### src/hdl/irn_pkg.sv
`timescale 1ns / 1ps
// ----------------------------------------------------------------------------
// irn_pkg
// Shared types, constants and widths of the nearest-neighbor rotation core.
// ----------------------------------------------------------------------------
package irn_pkg;

	// Frame store geometry and coefficient format.
	localparam int MAX_DIM        = 512;
	localparam int COEF_FRAC_BITS = 14;

	// Fixed field widths.
	localparam int COORD_W = 9;
	localparam int CHAN_W  = 8;
	localparam int PIX_W   = 3 * CHAN_W;
	localparam int DIMR_W  = 10;
	localparam int COEF_W  = 16;

	// Derived widths: address per axis, dimension value, signed offset,
	// product and sum.
	localparam int AW     = $clog2(MAX_DIM);
	localparam int DIM_W  = $clog2(MAX_DIM + 1);
	localparam int DW     = ((COORD_W > DIM_W) ? COORD_W : DIM_W) + 1;
	localparam int PW     = DW + COEF_W;
	localparam int OFS_W  = DIM_W + COEF_FRAC_BITS;
	localparam int SW     = ((PW > OFS_W) ? PW : OFS_W) + 2;

	// Stream word widths.
	localparam int S_DATA_W = ((2 * COORD_W + PIX_W + 7) / 8) * 8;
	localparam int M_DATA_W = ((PIX_W + 7) / 8) * 8;

	// Item function codes.
	localparam logic FUNC_STORE = 1'b0;
	localparam logic FUNC_FETCH = 1'b1;

	// Configuration register indexes.
	typedef enum logic [1:0] {
		REG_WIDTH  = 2'd0,
		REG_HEIGHT = 2'd1,
		REG_COS    = 2'd2,
		REG_SIN    = 2'd3
	} reg_idx_t;

	// Effective configuration seen by the mapping pipeline.
	typedef struct packed {
		logic [DIM_W-1:0]         eff_w;
		logic [DIM_W-1:0]         eff_h;
		logic [DIM_W-1:0]         x0;
		logic [DIM_W-1:0]         y0;
		logic signed [COEF_W-1:0] cos_c;
		logic signed [COEF_W-1:0] sin_c;
	} cfg_t;

	// Frame access issued by the mapping pipeline.
	typedef struct packed {
		logic             valid;
		logic             is_read;
		logic             in_range;
		logic [AW-1:0]    addr_y;
		logic [AW-1:0]    addr_x;
		logic [PIX_W-1:0] pixel;
	} frame_cmd_t;

endpackage

### src/hdl/irn_cfg.sv
`timescale 1ns / 1ps
// ----------------------------------------------------------------------------
// irn_cfg
// Configuration registers and the effective dimensions and center point.
// ----------------------------------------------------------------------------
module irn_cfg (
	input  logic                       clk,
	input  logic                       arst_n,
	input  logic                       cfg_we,
	input  logic [1:0]                 cfg_index,
	input  logic [irn_pkg::COEF_W-1:0] cfg_wdata,
	output irn_pkg::cfg_t              cfg
);
	import irn_pkg::*;

	logic [DIMR_W-1:0]         width_q;
	logic [DIMR_W-1:0]         height_q;
	logic signed [COEF_W-1:0]  cos_q;
	logic signed [COEF_W-1:0]  sin_q;
	logic [DIM_W-1:0]          eff_w;
	logic [DIM_W-1:0]          eff_h;

	// Register writes; an unknown index cannot occur with a two-bit index.
	always_ff @(posedge clk or negedge arst_n) begin
		if (!arst_n) begin
			width_q  <= DIMR_W'(512);
			height_q <= DIMR_W'(512);
			cos_q    <= COEF_W'(16384);
			sin_q    <= '0;
		end else if (cfg_we) begin
			unique case (reg_idx_t'(cfg_index))
				REG_WIDTH:  width_q  <= cfg_wdata[DIMR_W-1:0];
				REG_HEIGHT: height_q <= cfg_wdata[DIMR_W-1:0];
				REG_COS:    cos_q    <= cfg_wdata;
				REG_SIN:    sin_q    <= cfg_wdata;
			endcase
		end
	end

	// Dimensions above the store size are clamped to it.
	always_comb begin
		eff_w = (32'(width_q) > MAX_DIM) ? DIM_W'(MAX_DIM) : DIM_W'(width_q);
		eff_h = (32'(height_q) > MAX_DIM) ? DIM_W'(MAX_DIM) : DIM_W'(height_q);
		cfg.eff_w = eff_w;
		cfg.eff_h = eff_h;
		cfg.x0    = eff_w >> 1;
		cfg.y0    = eff_h >> 1;
		cfg.cos_c = cos_q;
		cfg.sin_c = sin_q;
	end

endmodule

### config.mk
export PLATFORM = sky130hd
export DESIGN_NAME = irn_cfg
export DESIGN_NICKNAME = d
export VERILOG_FILES = /design/src/hdl/irn_pkg.sv /design/src/hdl/irn_cfg.sv
export SDC_FILE = /design/constraint.sdc
export NUM_CORES = 1
export LEC_CHECK = 0
export ABC_AREA = 1
export BUFFER_PORTS_ARGS = -buffer_cell sky130_fd_sc_hd__clkbuf_2
export CAP_MARGIN = 20
export CORE_ASPECT_RATIO = 0.5
export CORE_MARGIN = 2
export CORE_UTILIZATION = 45
export CTS_BUF_LIST = sky130_fd_sc_hd__clkbuf_16
export DETAILED_ROUTE_END_ITERATION = 10
export PLACE_DENSITY_LB_ADDON = 0.2
export REMOVE_ABC_BUFFERS = 1
export SETUP_SLACK_MARGIN = 0.4
export SLEW_MARGIN = 40
export SYNTH_ARGS = -nofsm -noshare
export SYNTH_HDL_FRONTEND = slang
export SYNTH_SLANG_ARGS = --single-unit
### constraint.sdc
create_clock -name clk -period 1.55 [get_ports clk]
set_clock_uncertainty 0.2 [all_clocks]
set_input_delay 0 -clock clk [delete_from_list [all_inputs] [get_ports clk]]
set_output_delay 0 -clock clk [all_outputs]
set_load 0.03 [all_outputs]
# Yosys cells after proc, flatten, opt, wreduce, memory -nomap -nowiden
# Index checks and enable logic that the tools add are counted.
# totals
ff_bits	52
inputBits	21
output_inout_bits	72
wordCells	16
# op_classes
order_cmp	2
n_eq_ne	3
n_mux	2
reduce_logical	5
# op_table
op	n
greater-than comparator 10 bit, second input constant	2
2-to-1 mux 10 bit	2
AND reduction 2 bit	4
== test 2 bit, second input constant	2
== test 2 x 1 -> 1 bit, second input constant	1
zero test 2 bit	1

# Logic depth before layout (Yosys ltp)
# logic_depth
depth_word	2
mapped_depth	6
ltp_nobuf	5

# Worst setup path after synthesis
# OpenSTA, ideal clock, no wires.
# synth_path
path_kind	register -> output
startpoint	register height_q[8]
endpoint	output cfg[55] (netlist bit)
arrival_ns	1.553
required_ns	1.350
slack_ns	-0.203
stages_incl_launch_ff	7
n_path_buf	1
path_cell_list	dfrtp_1 -> nor2_1 -> nand2_1 -> nor2_1 -> nand2_1 -> a21oi_1 -> buf_4
# synth_lines
item	line	text
start: declaration	irn_cfg.sv:17	logic [DIMR_W-1:0] height_q;
start signal: assignment	irn_cfg.sv:33	REG_HEIGHT: height_q <= cfg_wdata[DIMR_W-1:0];
end: declaration	irn_cfg.sv:12	output irn_pkg::cfg_t cfg

==> results.txt <==
- Status: finished with violations
- The checks that failed: setup timing.
- The analysis attributes to cell leakage a power of 1.922 nW.
- The layout has 312 filler cells.
- Area inside the core boundary: 5090 um2
- For this design, the sink count on the clock tree is 52.
* Number of buffers created by CTS: 5
* Slew @ Worst Pin: 0.6712 ns
* Compound-Gate Fraction of Synth Area: 17.75%
- Category of the most critical setup path: register to primary output
- After synthesis the netlist holds a flip-flop and latch count of 52.
- After routing the design area is 3841 um2.
- Total half-perimeter wirelength after legalization and detailed placement: 3740 um
* Dpl ws: 0.04082 ns
- DIE AREA: 6077 um2
- The worst register-to-register path has a setup slack of 0.15 ns.
- Across the VDD grid, the largest voltage drop is 0.7520 mV.
* Number of flops mapped to enable cells by yosys: 0
* Final Routed Wirelength: 7590 um
- Compared with the post-synthesis result, the final layout area differs by 57.03%.
- In this run the worst path has a maximum fanout of 8.
- After synthesis, the largest family of logic cells by area is compound AO/OA/AOI/OAI gates.
* Number of violations of the max-capacitance limit: 0
- Top cells by area, synth: dfrtp_1, nand2_1, o21ai_2
- Ranked by instance count, the synthesized netlist is headed by nand2_1, dfrtp_1, inv_1, o21ai_2, buf_4.
- The repair_antennas step left the layout with diodes totalling 0.
- The synthesized design devotes to its leading area cell type 50.13% of total area.
* Overall Global Routing Usage: 21.71%
- Top_reg_cell synth: dfrtp_1
* Synthesized area per cell: 9.196 um2
- Clock-pin slew was measured on the worst setup and hold paths at 0.06 ns.
- Hold Crit Class: input pin to register
* Number of DRC markers after the initial detailed-route iteration: 140
* Number of distinct library cells after synthesis: 15
* Layout cells sized above 1: 51.47%
* Total number of vias: 2185
- In this run the cell area measured after placement is 2771 um2.
- Sequential cells were found to cover 53.35% of the synthesized design area.
- The clock passes through at most 2 buffers.
- Die boundary height: 56.14 um
- Arithmetic-cell share of the synthesized area counting full adders, half adders and majority gates: 0%
- Mux share of post-synthesis cell area: 0%
- The smallest clock period supported by the final layout is computed as 1.913 ns.
* Number of vias per cell after detailed routing: 4.932
* Maximum clock frequency: 0.5226 GHz
- In this run the core area contains 18 standard-cell rows.
- The final-report max-slew violation count is 0.
* Detailed-route DRC error count: 0
- Number of nets in the layout: 393
- Least setup slack across all paths after layout: -0.3633 ns
- Cell count after synthesis: 266
* First-pass GRT wire length: 10150 um
- Dividing total power by cell area gives a power density of 1320 nW/um2.
* Clock tree from TritonCTS: built
- CTS placed an instance of clkbuf_16 at the clock tree root.
- Instance count after placement with tap cells included: 399
- STA classifies the critical path endpoint as a primary output.
- Total power for the finished layout comes to 0.005071 W.
- Skew-Pair Late Insertion Delay: 0.28 ns
- Startpoint types: register
- The worst hold path was traced through 4 stages.
- Worst relative slew slack: 55.14%
- Input and output buffers added on the ports amount to 90.
- Once the floorplan was initialized, standard cells occupied 48.06% of the core.
* Number of nets still failing antenna checks after routing: 0
- Count of endpoints failing setup in the final report: 30
- After global routing the overflow that remains totals 0.
* Synth Warn #: 0
- For the worst setup path, the data required time is 1.35 ns.
* Most numerous cell in the Yosys netlist: nand2_1
* Beginning of the worst register-to-register path: width_q[9]
- 93 I/O pins were placed.
- Die width: 108.3 um
* Final Hold Vio Count: 0
- Wire length per cell: 17.13 um
- Setup repair after global routing missed its margin: yes
- Number of antenna violations at the first check in global routing: 0
- Summed over all instances, the cell type with the most area after synthesis is dfrtp_1.
* Synthesized-area fraction occupied by and/or/nand/nor cells: 12.17%
- Share of the clock period used by the worst path after layout: 123.4%
* Number of standard cells in the layout, taps in and fillers out: 443
- The via count of the first global-routing pass is 2057.
* Ys async rst share: 100.0%
- The pre-antenna-repair detailed-routing pass consisted of 4 iterations.
- Entering global routing, the biggest net connects 53 pins.
- The worst hold path begins at cfg_index[0].
- Number of levels the H-tree was split into: 2
- Counting cells, the worst reg-to-reg path comes to 5.
- Routability-driven placement finished with a final weighted congestion of 0.7449.
- Critical Path Source: width_q[6]
- The synthesized netlist devotes 0% of its cell area to XOR and XNOR gates.
- Worst path arrival time: 1.71 ns
- The mapped netlist covers 2446 um2.
-- metrics by stage --
stage	TNS [ns]	util, %	hold WS [ns]
5_1_grt	-10.78	75.47	0.04313
2_1_floorplan	-8.472	-	-0.4956
4_1_cts	-4.409	70.48	0.007216
3_5_place_dp	0	54.45	-0.1727
6_report	-8.780	75.47	0.005315
3_3_place_gp	0	54.45	-0.1888
-- critical path, cell delays in order, from the launching register on --
cell and delay, ns:
dfrtp_1 0.39, nor2_1 0.17, nand2_1 0.10, nor2_2 0.16, nand2_4 0.19, a21oi_4 0.26, buf_8 0.16
-- final timing paths --
kind | end
worst max register to register | width_q[9]
worst min-delay path | sin_q[1]
max in group asynchronous | height_q[9]
worst min register to register | sin_q[1]
worst max-delay path | cfg[46]
min in group asynchronous | sin_q[13]
-- cell usage in the layout (no fill, tap or decap), drive strengths merged --
| master | instances |
|---|---|
| dfstp | 3 |
| a21oi | 16 |
| nand2 | 64 |
| dlygate4sd3 | 17 |
| dfrtp | 49 |
| nand3 | 2 |
| buf | 62 |
| o21ai | 52 |
| clkinv | 3 |
| conb | 2 |
| clkbuf | 58 |
| nor2 | 10 |
| inv | 35 |
-- area by class of cell --
class / instances / area, um2 / area share [%]
tap: 70 / 87.58 / 2.280
sequential: 52 / 1309 / 34.07
multi-input combinational: 146 / 960.9 / 25.02
clock buffer: 5 / 125.1 / 3.257
inverter: 35 / 133.9 / 3.485
clock inverter: 3 / 13.76 / 0.3583
timing repair buffer: 132 / 1211 / 31.53
-- per-layer routing --
metal,track usage (%),wire length [um],up-vias
li1,-,-,1024
met1,27.02,3142,1030
met2,36.93,3590,113
met3,6.089,664,18
met4,6.593,192,0
met5,0,0,-
-- repair_timing --
item                                   CTS  global route
endpoints found under the hold margin  104             0
gates resized for setup                107            80
buffers inserted                        13             6
hold buffers                            17             0
pin swaps                                6            11
setup endpoints to repair               39            41
-- flip-flops by register name (all words and copies together) (netlist names) --
signal and count:
cos_q 16, height_q 10, sin_q 16, width_q 10
-- where the power goes --
part           leakage, nW  internal (W)  switching [W]
registers            0.644       0.00159       0.000150
clock network       0.0710      0.000587       0.000452
logic                 1.21      0.000903        0.00139
total                 1.92       0.00308        0.00199
-- cells by family (layout without fill, tap and decap cells) --
logic type | count (synthesis) | after routing
and+or+nand+nor | 76 | 76
AOI/OAI and AO/OA | 68 | 68
buffers and inverters | 69 | 175
DFF | 52 | 52
other | 1 | 2
Note: power is estimated with default switching activity, not from simulation.
