File: config.mk
export PLATFORM = sky130hd
export DESIGN_NAME = irn_map
export DESIGN_NICKNAME = d
export VERILOG_FILES = /design/src/hdl/irn_pkg.sv /design/src/hdl/irn_map.sv
export SDC_FILE = /design/constraint.sdc
export NUM_CORES = 2
export LEC_CHECK = 0
export BUFFER_PORTS_ARGS = -buffer_cell sky130_fd_sc_hd__buf_2
export CAP_MARGIN = 10
export CORE_AREA = 2 2 264 266
export CTS_CLUSTER_SIZE = 24
export DETAILED_ROUTE_END_ITERATION = 6
export DIE_AREA = 0 0 266 268
export GPL_ROUTABILITY_DRIVEN = 0
export PLACE_DENSITY = 0.87
export SYNTH_ARGS = -nofsm -noshare
export SYNTH_HDL_FRONTEND = slang
export SYNTH_SLANG_ARGS = --single-unit
File: constraint.sdc
create_clock -name clk -period 15.5 [get_ports clk]
set_clock_uncertainty 0.2 [all_clocks]
set_input_delay 0.775 -clock clk [delete_from_list [all_inputs] [get_ports clk]]
set_output_delay 0.775 -clock clk [all_outputs]
set_load 0.05 [all_outputs]
File: src/hdl/irn_pkg.sv
`timescale 1ns / 1ps
// ----------------------------------------------------------------------------
// irn_pkg
// Shared types, constants and widths of the nearest-neighbor rotation core.
// ----------------------------------------------------------------------------
package irn_pkg;

	// Frame store geometry and coefficient format.
	localparam int MAX_DIM        = 512;
	localparam int COEF_FRAC_BITS = 14;

	// Fixed field widths.
	localparam int COORD_W = 9;
	localparam int CHAN_W  = 8;
	localparam int PIX_W   = 3 * CHAN_W;
	localparam int DIMR_W  = 10;
	localparam int COEF_W  = 16;

	// Derived widths: address per axis, dimension value, signed offset,
	// product and sum.
	localparam int AW     = $clog2(MAX_DIM);
	localparam int DIM_W  = $clog2(MAX_DIM + 1);
	localparam int DW     = ((COORD_W > DIM_W) ? COORD_W : DIM_W) + 1;
	localparam int PW     = DW + COEF_W;
	localparam int OFS_W  = DIM_W + COEF_FRAC_BITS;
	localparam int SW     = ((PW > OFS_W) ? PW : OFS_W) + 2;

	// Stream word widths.
	localparam int S_DATA_W = ((2 * COORD_W + PIX_W + 7) / 8) * 8;
	localparam int M_DATA_W = ((PIX_W + 7) / 8) * 8;

	// Item function codes.
	localparam logic FUNC_STORE = 1'b0;
	localparam logic FUNC_FETCH = 1'b1;

	// Configuration register indexes.
	typedef enum logic [1:0] {
		REG_WIDTH  = 2'd0,
		REG_HEIGHT = 2'd1,
		REG_COS    = 2'd2,
		REG_SIN    = 2'd3
	} reg_idx_t;

	// Effective configuration seen by the mapping pipeline.
	typedef struct packed {
		logic [DIM_W-1:0]         eff_w;
		logic [DIM_W-1:0]         eff_h;
		logic [DIM_W-1:0]         x0;
		logic [DIM_W-1:0]         y0;
		logic signed [COEF_W-1:0] cos_c;
		logic signed [COEF_W-1:0] sin_c;
	} cfg_t;

	// Frame access issued by the mapping pipeline.
	typedef struct packed {
		logic             valid;
		logic             is_read;
		logic             in_range;
		logic [AW-1:0]    addr_y;
		logic [AW-1:0]    addr_x;
		logic [PIX_W-1:0] pixel;
	} frame_cmd_t;

endpackage

File: src/hdl/irn_map.sv
`timescale 1ns / 1ps
// ----------------------------------------------------------------------------
// irn_map
// Three-stage coordinate pipeline: input register, products, then sums,
// truncation and bounds check that produce one frame access per word.
// ----------------------------------------------------------------------------
module irn_map (
	input  logic                        clk,
	input  logic                        arst_n,
	input  logic                        advance,
	input  logic                        in_valid,
	input  logic                        in_func,
	input  logic [irn_pkg::COORD_W-1:0] in_col,
	input  logic [irn_pkg::COORD_W-1:0] in_row,
	input  logic [irn_pkg::PIX_W-1:0]   in_pixel,
	input  irn_pkg::cfg_t               cfg,
	output irn_pkg::frame_cmd_t         cmd
);
	import irn_pkg::*;

	// Stage 1: captured input word.
	logic               valid_s1;
	logic               func_s1;
	logic [COORD_W-1:0] col_s1;
	logic [COORD_W-1:0] row_s1;
	logic [PIX_W-1:0]   pixel_s1;

	// Stage 2: products.
	logic               valid_s2;
	logic               func_s2;
	logic [COORD_W-1:0] col_s2;
	logic [COORD_W-1:0] row_s2;
	logic [PIX_W-1:0]   pixel_s2;
	logic signed [PW-1:0] xc_s2;
	logic signed [PW-1:0] ys_s2;
	logic signed [PW-1:0] xs_s2;
	logic signed [PW-1:0] yc_s2;

	// Stage 3: frame access.
	frame_cmd_t cmd_s3;

	logic signed [DW-1:0] dx;
	logic signed [DW-1:0] dy;
	logic signed [SW-1:0] sum_x;
	logic signed [SW-1:0] sum_y;
	logic signed [SW-1:0] sx;
	logic signed [SW-1:0] sy;
	logic                 rd_inside;
	logic                 wr_inside;
	frame_cmd_t           cmd_d;

	// Valid bits of stages 1 and 2, and the whole stage 3 access.
	always_ff @(posedge clk or negedge arst_n) begin
		if (!arst_n) begin
			valid_s1 <= 1'b0;
			valid_s2 <= 1'b0;
			cmd_s3   <= '0;
		end else if (advance) begin
			valid_s1 <= in_valid;
			valid_s2 <= valid_s1;
			cmd_s3   <= cmd_d;
		end
	end

	// Offsets from the center.
	always_comb begin
		dx = DW'($signed({1'b0, col_s1})) - DW'($signed({1'b0, cfg.x0}));
		dy = DW'($signed({1'b0, row_s1})) - DW'($signed({1'b0, cfg.y0}));
	end

	// Payload of stages 1 and 2.
	always_ff @(posedge clk) begin
		if (advance) begin
			func_s1  <= in_func;
			col_s1   <= in_col;
			row_s1   <= in_row;
			pixel_s1 <= in_pixel;
			func_s2  <= func_s1;
			col_s2   <= col_s1;
			row_s2   <= row_s1;
			pixel_s2 <= pixel_s1;
			xc_s2    <= dx * cfg.cos_c;
			ys_s2    <= dy * cfg.sin_c;
			xs_s2    <= dx * cfg.sin_c;
			yc_s2    <= dy * cfg.cos_c;
		end
	end

	// Rotated source position, truncated toward zero, and bounds checks.
	always_comb begin
		sum_x = SW'(xc_s2) - SW'(ys_s2)
			+ (SW'($signed({1'b0, cfg.x0})) <<< COEF_FRAC_BITS);
		sum_y = SW'(xs_s2) + SW'(yc_s2)
			+ (SW'($signed({1'b0, cfg.y0})) <<< COEF_FRAC_BITS);
		// A negative sum gets a bias so the arithmetic shift rounds toward zero.
		sx = (sum_x + (sum_x[SW-1] ? SW'((1 << COEF_FRAC_BITS) - 1) : SW'(0)))
			>>> COEF_FRAC_BITS;
		sy = (sum_y + (sum_y[SW-1] ? SW'((1 << COEF_FRAC_BITS) - 1) : SW'(0)))
			>>> COEF_FRAC_BITS;
		rd_inside = !sx[SW-1] && (sx < SW'($signed({1'b0, cfg.eff_w})))
			&& !sy[SW-1] && (sy < SW'($signed({1'b0, cfg.eff_h})));
		wr_inside = (32'(col_s2) < MAX_DIM) && (32'(row_s2) < MAX_DIM);

		cmd_d.valid   = valid_s2;
		cmd_d.is_read = (func_s2 == FUNC_FETCH);
		cmd_d.pixel   = pixel_s2;
		if (func_s2 == FUNC_FETCH) begin
			cmd_d.in_range = rd_inside;
			cmd_d.addr_x   = sx[AW-1:0];
			cmd_d.addr_y   = sy[AW-1:0];
		end else begin
			cmd_d.in_range = wr_inside;
			cmd_d.addr_x   = AW'(col_s2);
			cmd_d.addr_y   = AW'(row_s2);
		end
	end

	assign cmd = cmd_s3;

endmodule

==> Word-level counts from Yosys, hierarchy flattened <==
Cells that the tools add are included.
{ "op_classes": {"add_sub_neg": 8, "multipliers": 4, "magnitude_cmp": 2, "muxes": 3, "n_reduce_logical": 5} }
{ "ops": {"columns": ["op", "n"], "rows": [
  ["$mul 11x16->27", 4],
  ["$add 28x25->29", 2],
  ["$add 29x15->29", 2],
  ["$lt 15x11->1", 2],
  ["$add 27x27->28", 1],
  ["$mux 14", 2],
  ["$sub 27x27->28", 1],
  ["$sub 9x10->11", 2],
  ["$mux 19", 1],
  ["$logic_and 1x1->1", 3],
  ["$logic_not 1->1", 2]
]} }
{ "totals": {"regBits": 241, "wordCells": 42} }

==> Depth between registers and ports, before layout <==
{ "logic_depth": {"ltp_word": 9, "mapped_depth": 33, "mapped_depth_nobuf": 32} }

==> Worst setup path after synthesis <==
No wires, ideal clock.
{ "synth_timing": {"path_kind": "input -> register", "start": "input cfg[33] (netlist bit)", "end": "register ys_s2[26], data pin", "setup_ns": 0.268, "arrival_time_ns": 7.456, "required_ns": 15.032, "slack_ns": 7.576, "path_stages": 30, "path_buffers": 1, "cell_sequence": "inv_1 > ha_1 > a21o_1 > a21o_1 > a21oi_1 > o21ai_0 > a21oi_1 > nor2_1 > o21ai_0 > nand2b_1 > a21o_1 > xnor2_1 > clkbuf_1 > nand2_1 > fa_1 > fa_1 > fa_1 > fa_1 > fa_1 > inv_1 > ha_1 > a21boi_0 > o21ai_0 > a21oi_1 > o41ai_2 > o21ai_0 > o41a_1 > a41o_1 > o41ai_1 > xnor2_1"} }
{ "synth_between": {"elab_chain_cells": 2} }
{ "synth_lines": {"columns": ["item", "line_no", "text"], "rows": [
  ["start: declaration", "irn_map.sv:16", "input irn_pkg::cfg_t cfg,"],
  ["$sub 9x10->11", "irn_map.sv:68", "dy = DW'($signed({1'b0, row_s1})) - DW'($signed({1'b0, cfg.y0}));"],
  ["$mul 11x16->27", "irn_map.sv:83", "ys_s2 <= dy * cfg.sin_c;"],
  ["end signal: assignment", "irn_map.sv:83", null],
  ["end: declaration", "irn_map.sv:35", "logic signed [PW-1:0] ys_s2;"]
]} }
Every way passes these cells.
A chain may end at the register's enable or synchronous reset.

==> Worst setup path in the final report <==
{ "layout_timing": {"start": "register col_s1[0]", "end": "register xc_s2[26], data pin"} }
{ "layout_between": {"elab_chain_cells": 2} }
{ "layout_lines": {"columns": ["item", "line_no", "text"], "rows": [
  ["start: declaration", "irn_map.sv:24", "logic [COORD_W-1:0] col_s1;"],
  ["start signal: assignment", "irn_map.sv:75", "col_s1 <= in_col;"],
  ["$sub 9x10->11", "irn_map.sv:67", "dx = DW'($signed({1'b0, col_s1})) - DW'($signed({1'b0, cfg.x0}));"],
  ["$mul 11x16->27", "irn_map.sv:82", "xc_s2 <= dx * cfg.cos_c;"],
  ["end signal: assignment", "irn_map.sv:82", null],
  ["end: declaration", "irn_map.sv:34", "logic signed [PW-1:0] xc_s2;"]
]} }
Every way passes these cells.

==> results.toml <==
[yosys]
synth_edf_count = 194
synthMuxAreaShare = 0.0144
synth_simple_gate_area_share = 0.146
netlist_instances = 4015
syn_area_per_cell_sq_um = 9.77
synth.ff_latch_count = 241
syn-cell-area_sq_um = 39200
synth_nets = 5166
synth_compound_area_frac = 0.0673
ys_warn_count = 0
synth_cell_types = 80
synth_top_family_by_area = "adder cells"
synthFlopType = "edfxtp_1"
synth-seq-area-share = 0.178
synthAdderAreaFrac = 0.458
async_reset_ff_frac = 0.195
synth_xor_area_frac = 0.0404

[cells_and_area]
layout_common_cells = "859 x inv_1, 672 x fa_1, 360 x ha_1"
seq_area_sq_um = 7000
multiInputGateArea_sq_um = 28600
synthToLayoutAreaGrowth_pct = 6.95
n_fill_cell = 5159
final_common_cell = "inv_1"
final_nets = 5239
fin_util = 0.615
drive_gt1_frac = 0.0815
fin_cells = 4993
postLayoutCellArea_sq_um = 42000

[worst_setup_path]
start_kind = "flop"
cp_common_cell = "fa_1"
rr_startpoint = "col_s1[0]"
rr_worst_depth = 31
cpPeakStageDelay_ns = 0.61
worstPathRequired_ns = 15.64
crit_slowest_cell = "o31ai_1"
reg2reg_to = "xc_s2[26]"
crit_arrival_ns = 9.00
endpoint_kind = "flop"
cp_max_fo = 33
cp-startpoint = "col_s1[0]"
rrSetupSlack_ns = 6.64
crit_type = "reg2reg"

[hold_path]
min_path_type = "in2async"

[global_route]
antenna_found_initial = 1
grt_pass1_wl_mm = 160
grt_max_degree = 101
grt_pass1_vias = 30900
track_usage = 0.286
grt_overflow_total = 0

[sta]
rsz0062_at_grt = "no"
period_share = 0.571
relSlewSlack = 0.243
worst_slew_pin_slew_ns = 1.14
finalCriticalPeriod_ns = 8.86
fin_hold_ws_ns = -0.0328
finalHoldViolCount = 23
drv_slew = 0
fmax_ghz = 0.113
fin_tns_setup_ns = 0
setup_violations = 0

[placed_design]
io_buffer_count = 163
dp_hpwl_mm = 74.3
place_area_sq_um = 40900
placed_cells = 4938

[cts]
htree_levels = 1
path_clk_slew_ns = 0.06
cts_root_buf = "clkbuf_16"
cts.sinks = 241
clockBufferDepth = 3
cts_tree = "yes"
cts.repair.resized = 0
hold_buffers = 0
clkLatencyLatePin_ns = 0.60
cts_buffers = 29
post_cts_buffers = 0

[die]
die_area_sq_um = 71300
initial_core_util = 0.575
ios = 164
coreArea_sq_um = 68200
die_h_um = 268
die_width_um = 266
num_rows = 96

[run_status]
status = "complete, but fails checks"
violations = "DRC, hold timing"

[route]
viasPerCell = 5.74
first_pass_iters = 7
vias = 28700
wl_per_cell_um = 19.7
drt_iter0_drc = 2467
post-route-drc-count = 1
totalWireLength_mm = 98.4
ant_nets = 0

[run]
drv_cap = 0
## area by class of cell
cell class,instances,share of cell area
diodes,1,0.0000596
clock buffers,36,0.0184
clock inverters,17,0.00596
inverters,859,0.0768
multi-input cells,2769,0.681
flip-flops and latches,241,0.167
well taps,882,0.0263
repair buffers,188,0.0244
## synthesized netlist by cell type (4+ instances only)
cell type / count / area share
a2111oi_0: 7 / 0.0016
a211o_1: 8 / 0.0018
a211oi_1: 17 / 0.0033
a21boi_0: 17 / 0.0033
a21o_1: 38 / 0.0073
a21oi_1: 121 / 0.015
a31oi_1: 11 / 0.0018
and2_1: 352 / 0.056
and3_1: 18 / 0.0029
buf_1: 7 / 0.00067
clkbuf_1: 137 / 0.013
dfrtp_1: 47 / 0.030
edfxtp_1: 194 / 0.15
fa_1: 672 / 0.34
ha_1: 360 / 0.11
inv_1: 859 / 0.082
mux2_2: 33 / 0.0095
mux2i_1: 18 / 0.0046
nand2_1: 320 / 0.031
nand2b_1: 16 / 0.0026
nand3_1: 38 / 0.0048
nand3b_1: 6 / 0.0011
nand4_1: 9 / 0.0014
nor2_1: 151 / 0.014
nor2b_1: 88 / 0.014
nor3_1: 41 / 0.0052
nor3b_1: 4 / 0.00077
nor4b_1: 4 / 0.00089
o211ai_1: 12 / 0.0023
o21a_1: 19 / 0.0036
o21ai_0: 71 / 0.0091
o21ai_1: 6 / 0.00077
o21bai_1: 8 / 0.0015
o31ai_1: 13 / 0.0025
o41ai_1: 5 / 0.0011
or2_2: 29 / 0.0046
or3_1: 14 / 0.0022
xnor2_1: 140 / 0.031
xor2_1: 41 / 0.0092
## registers in the layout, summed over array words and instances, names as in the netlist, 9 cells and up
register	cells
xc_s2	27
row_s1	9
xs_s2	27
cmd	45
col_s1	9
row_s2	9
yc_s2	27
pixel_s1	24
pixel_s2	24
col_s2	9
ys_s2	27
## worst max-delay path by stage
stage / endpoint / slack (ns)
CTS: xc_s2[26] / 6.76
finish: xc_s2[26] / 6.64
detailed placement: ys_s2[26] / 6.39
global placement: ys_s2[26] / 6.60
global route: xc_s2[26] / 6.10
floorplan: ys_s2[26] / 7.58
## layer usage
| layer | wire [um] | GRT usage | vias up |
|---|---|---|---|
| li1 | - | - | 12600 |
| met3 | 9180 | 0.0520 | 350 |
| met4 | 6480 | 0.159 | 0 |
| met5 | 0 | 0 | - |
| met1 | 36500 | 0.356 | 14300 |
| met2 | 46300 | 0.474 | 1407 |
## critical path, delay by kind of cell (launching register included)
kind / cells / cell delay (ns)
buf+inv: 4 / 0.42
fa+ha+maj: 8 / 3.21
compound gates: 13 / 3.20
xor+xnor: 1 / 0.08
flops: 1 / 0.39
simple gates: 5 / 1.05
## metrics by stage
stage          hold WS, ns  worst slack, ns
3_3_place_gp         0.201             6.60
3_5_place_dp         0.205             6.39
2_1_floorplan        0.200             7.58
6_report           -0.0328             6.64
5_1_grt            0.00757             6.10
4_1_cts              0.131             6.76
## kinds of logic (layout without fill, tap and decap cells)
logic type	after synthesis	after routing
simple gates	1107	1107
buf+inv	1005	1100
flops	241	241
mux	52	52
xor+xnor	181	181
compound gates	397	397
fa+ha+maj	1032	1032
other cells	0	1
Power is not shown: default switching activity piles up to over one toggle a cycle in this logic, so the estimate is an artifact.
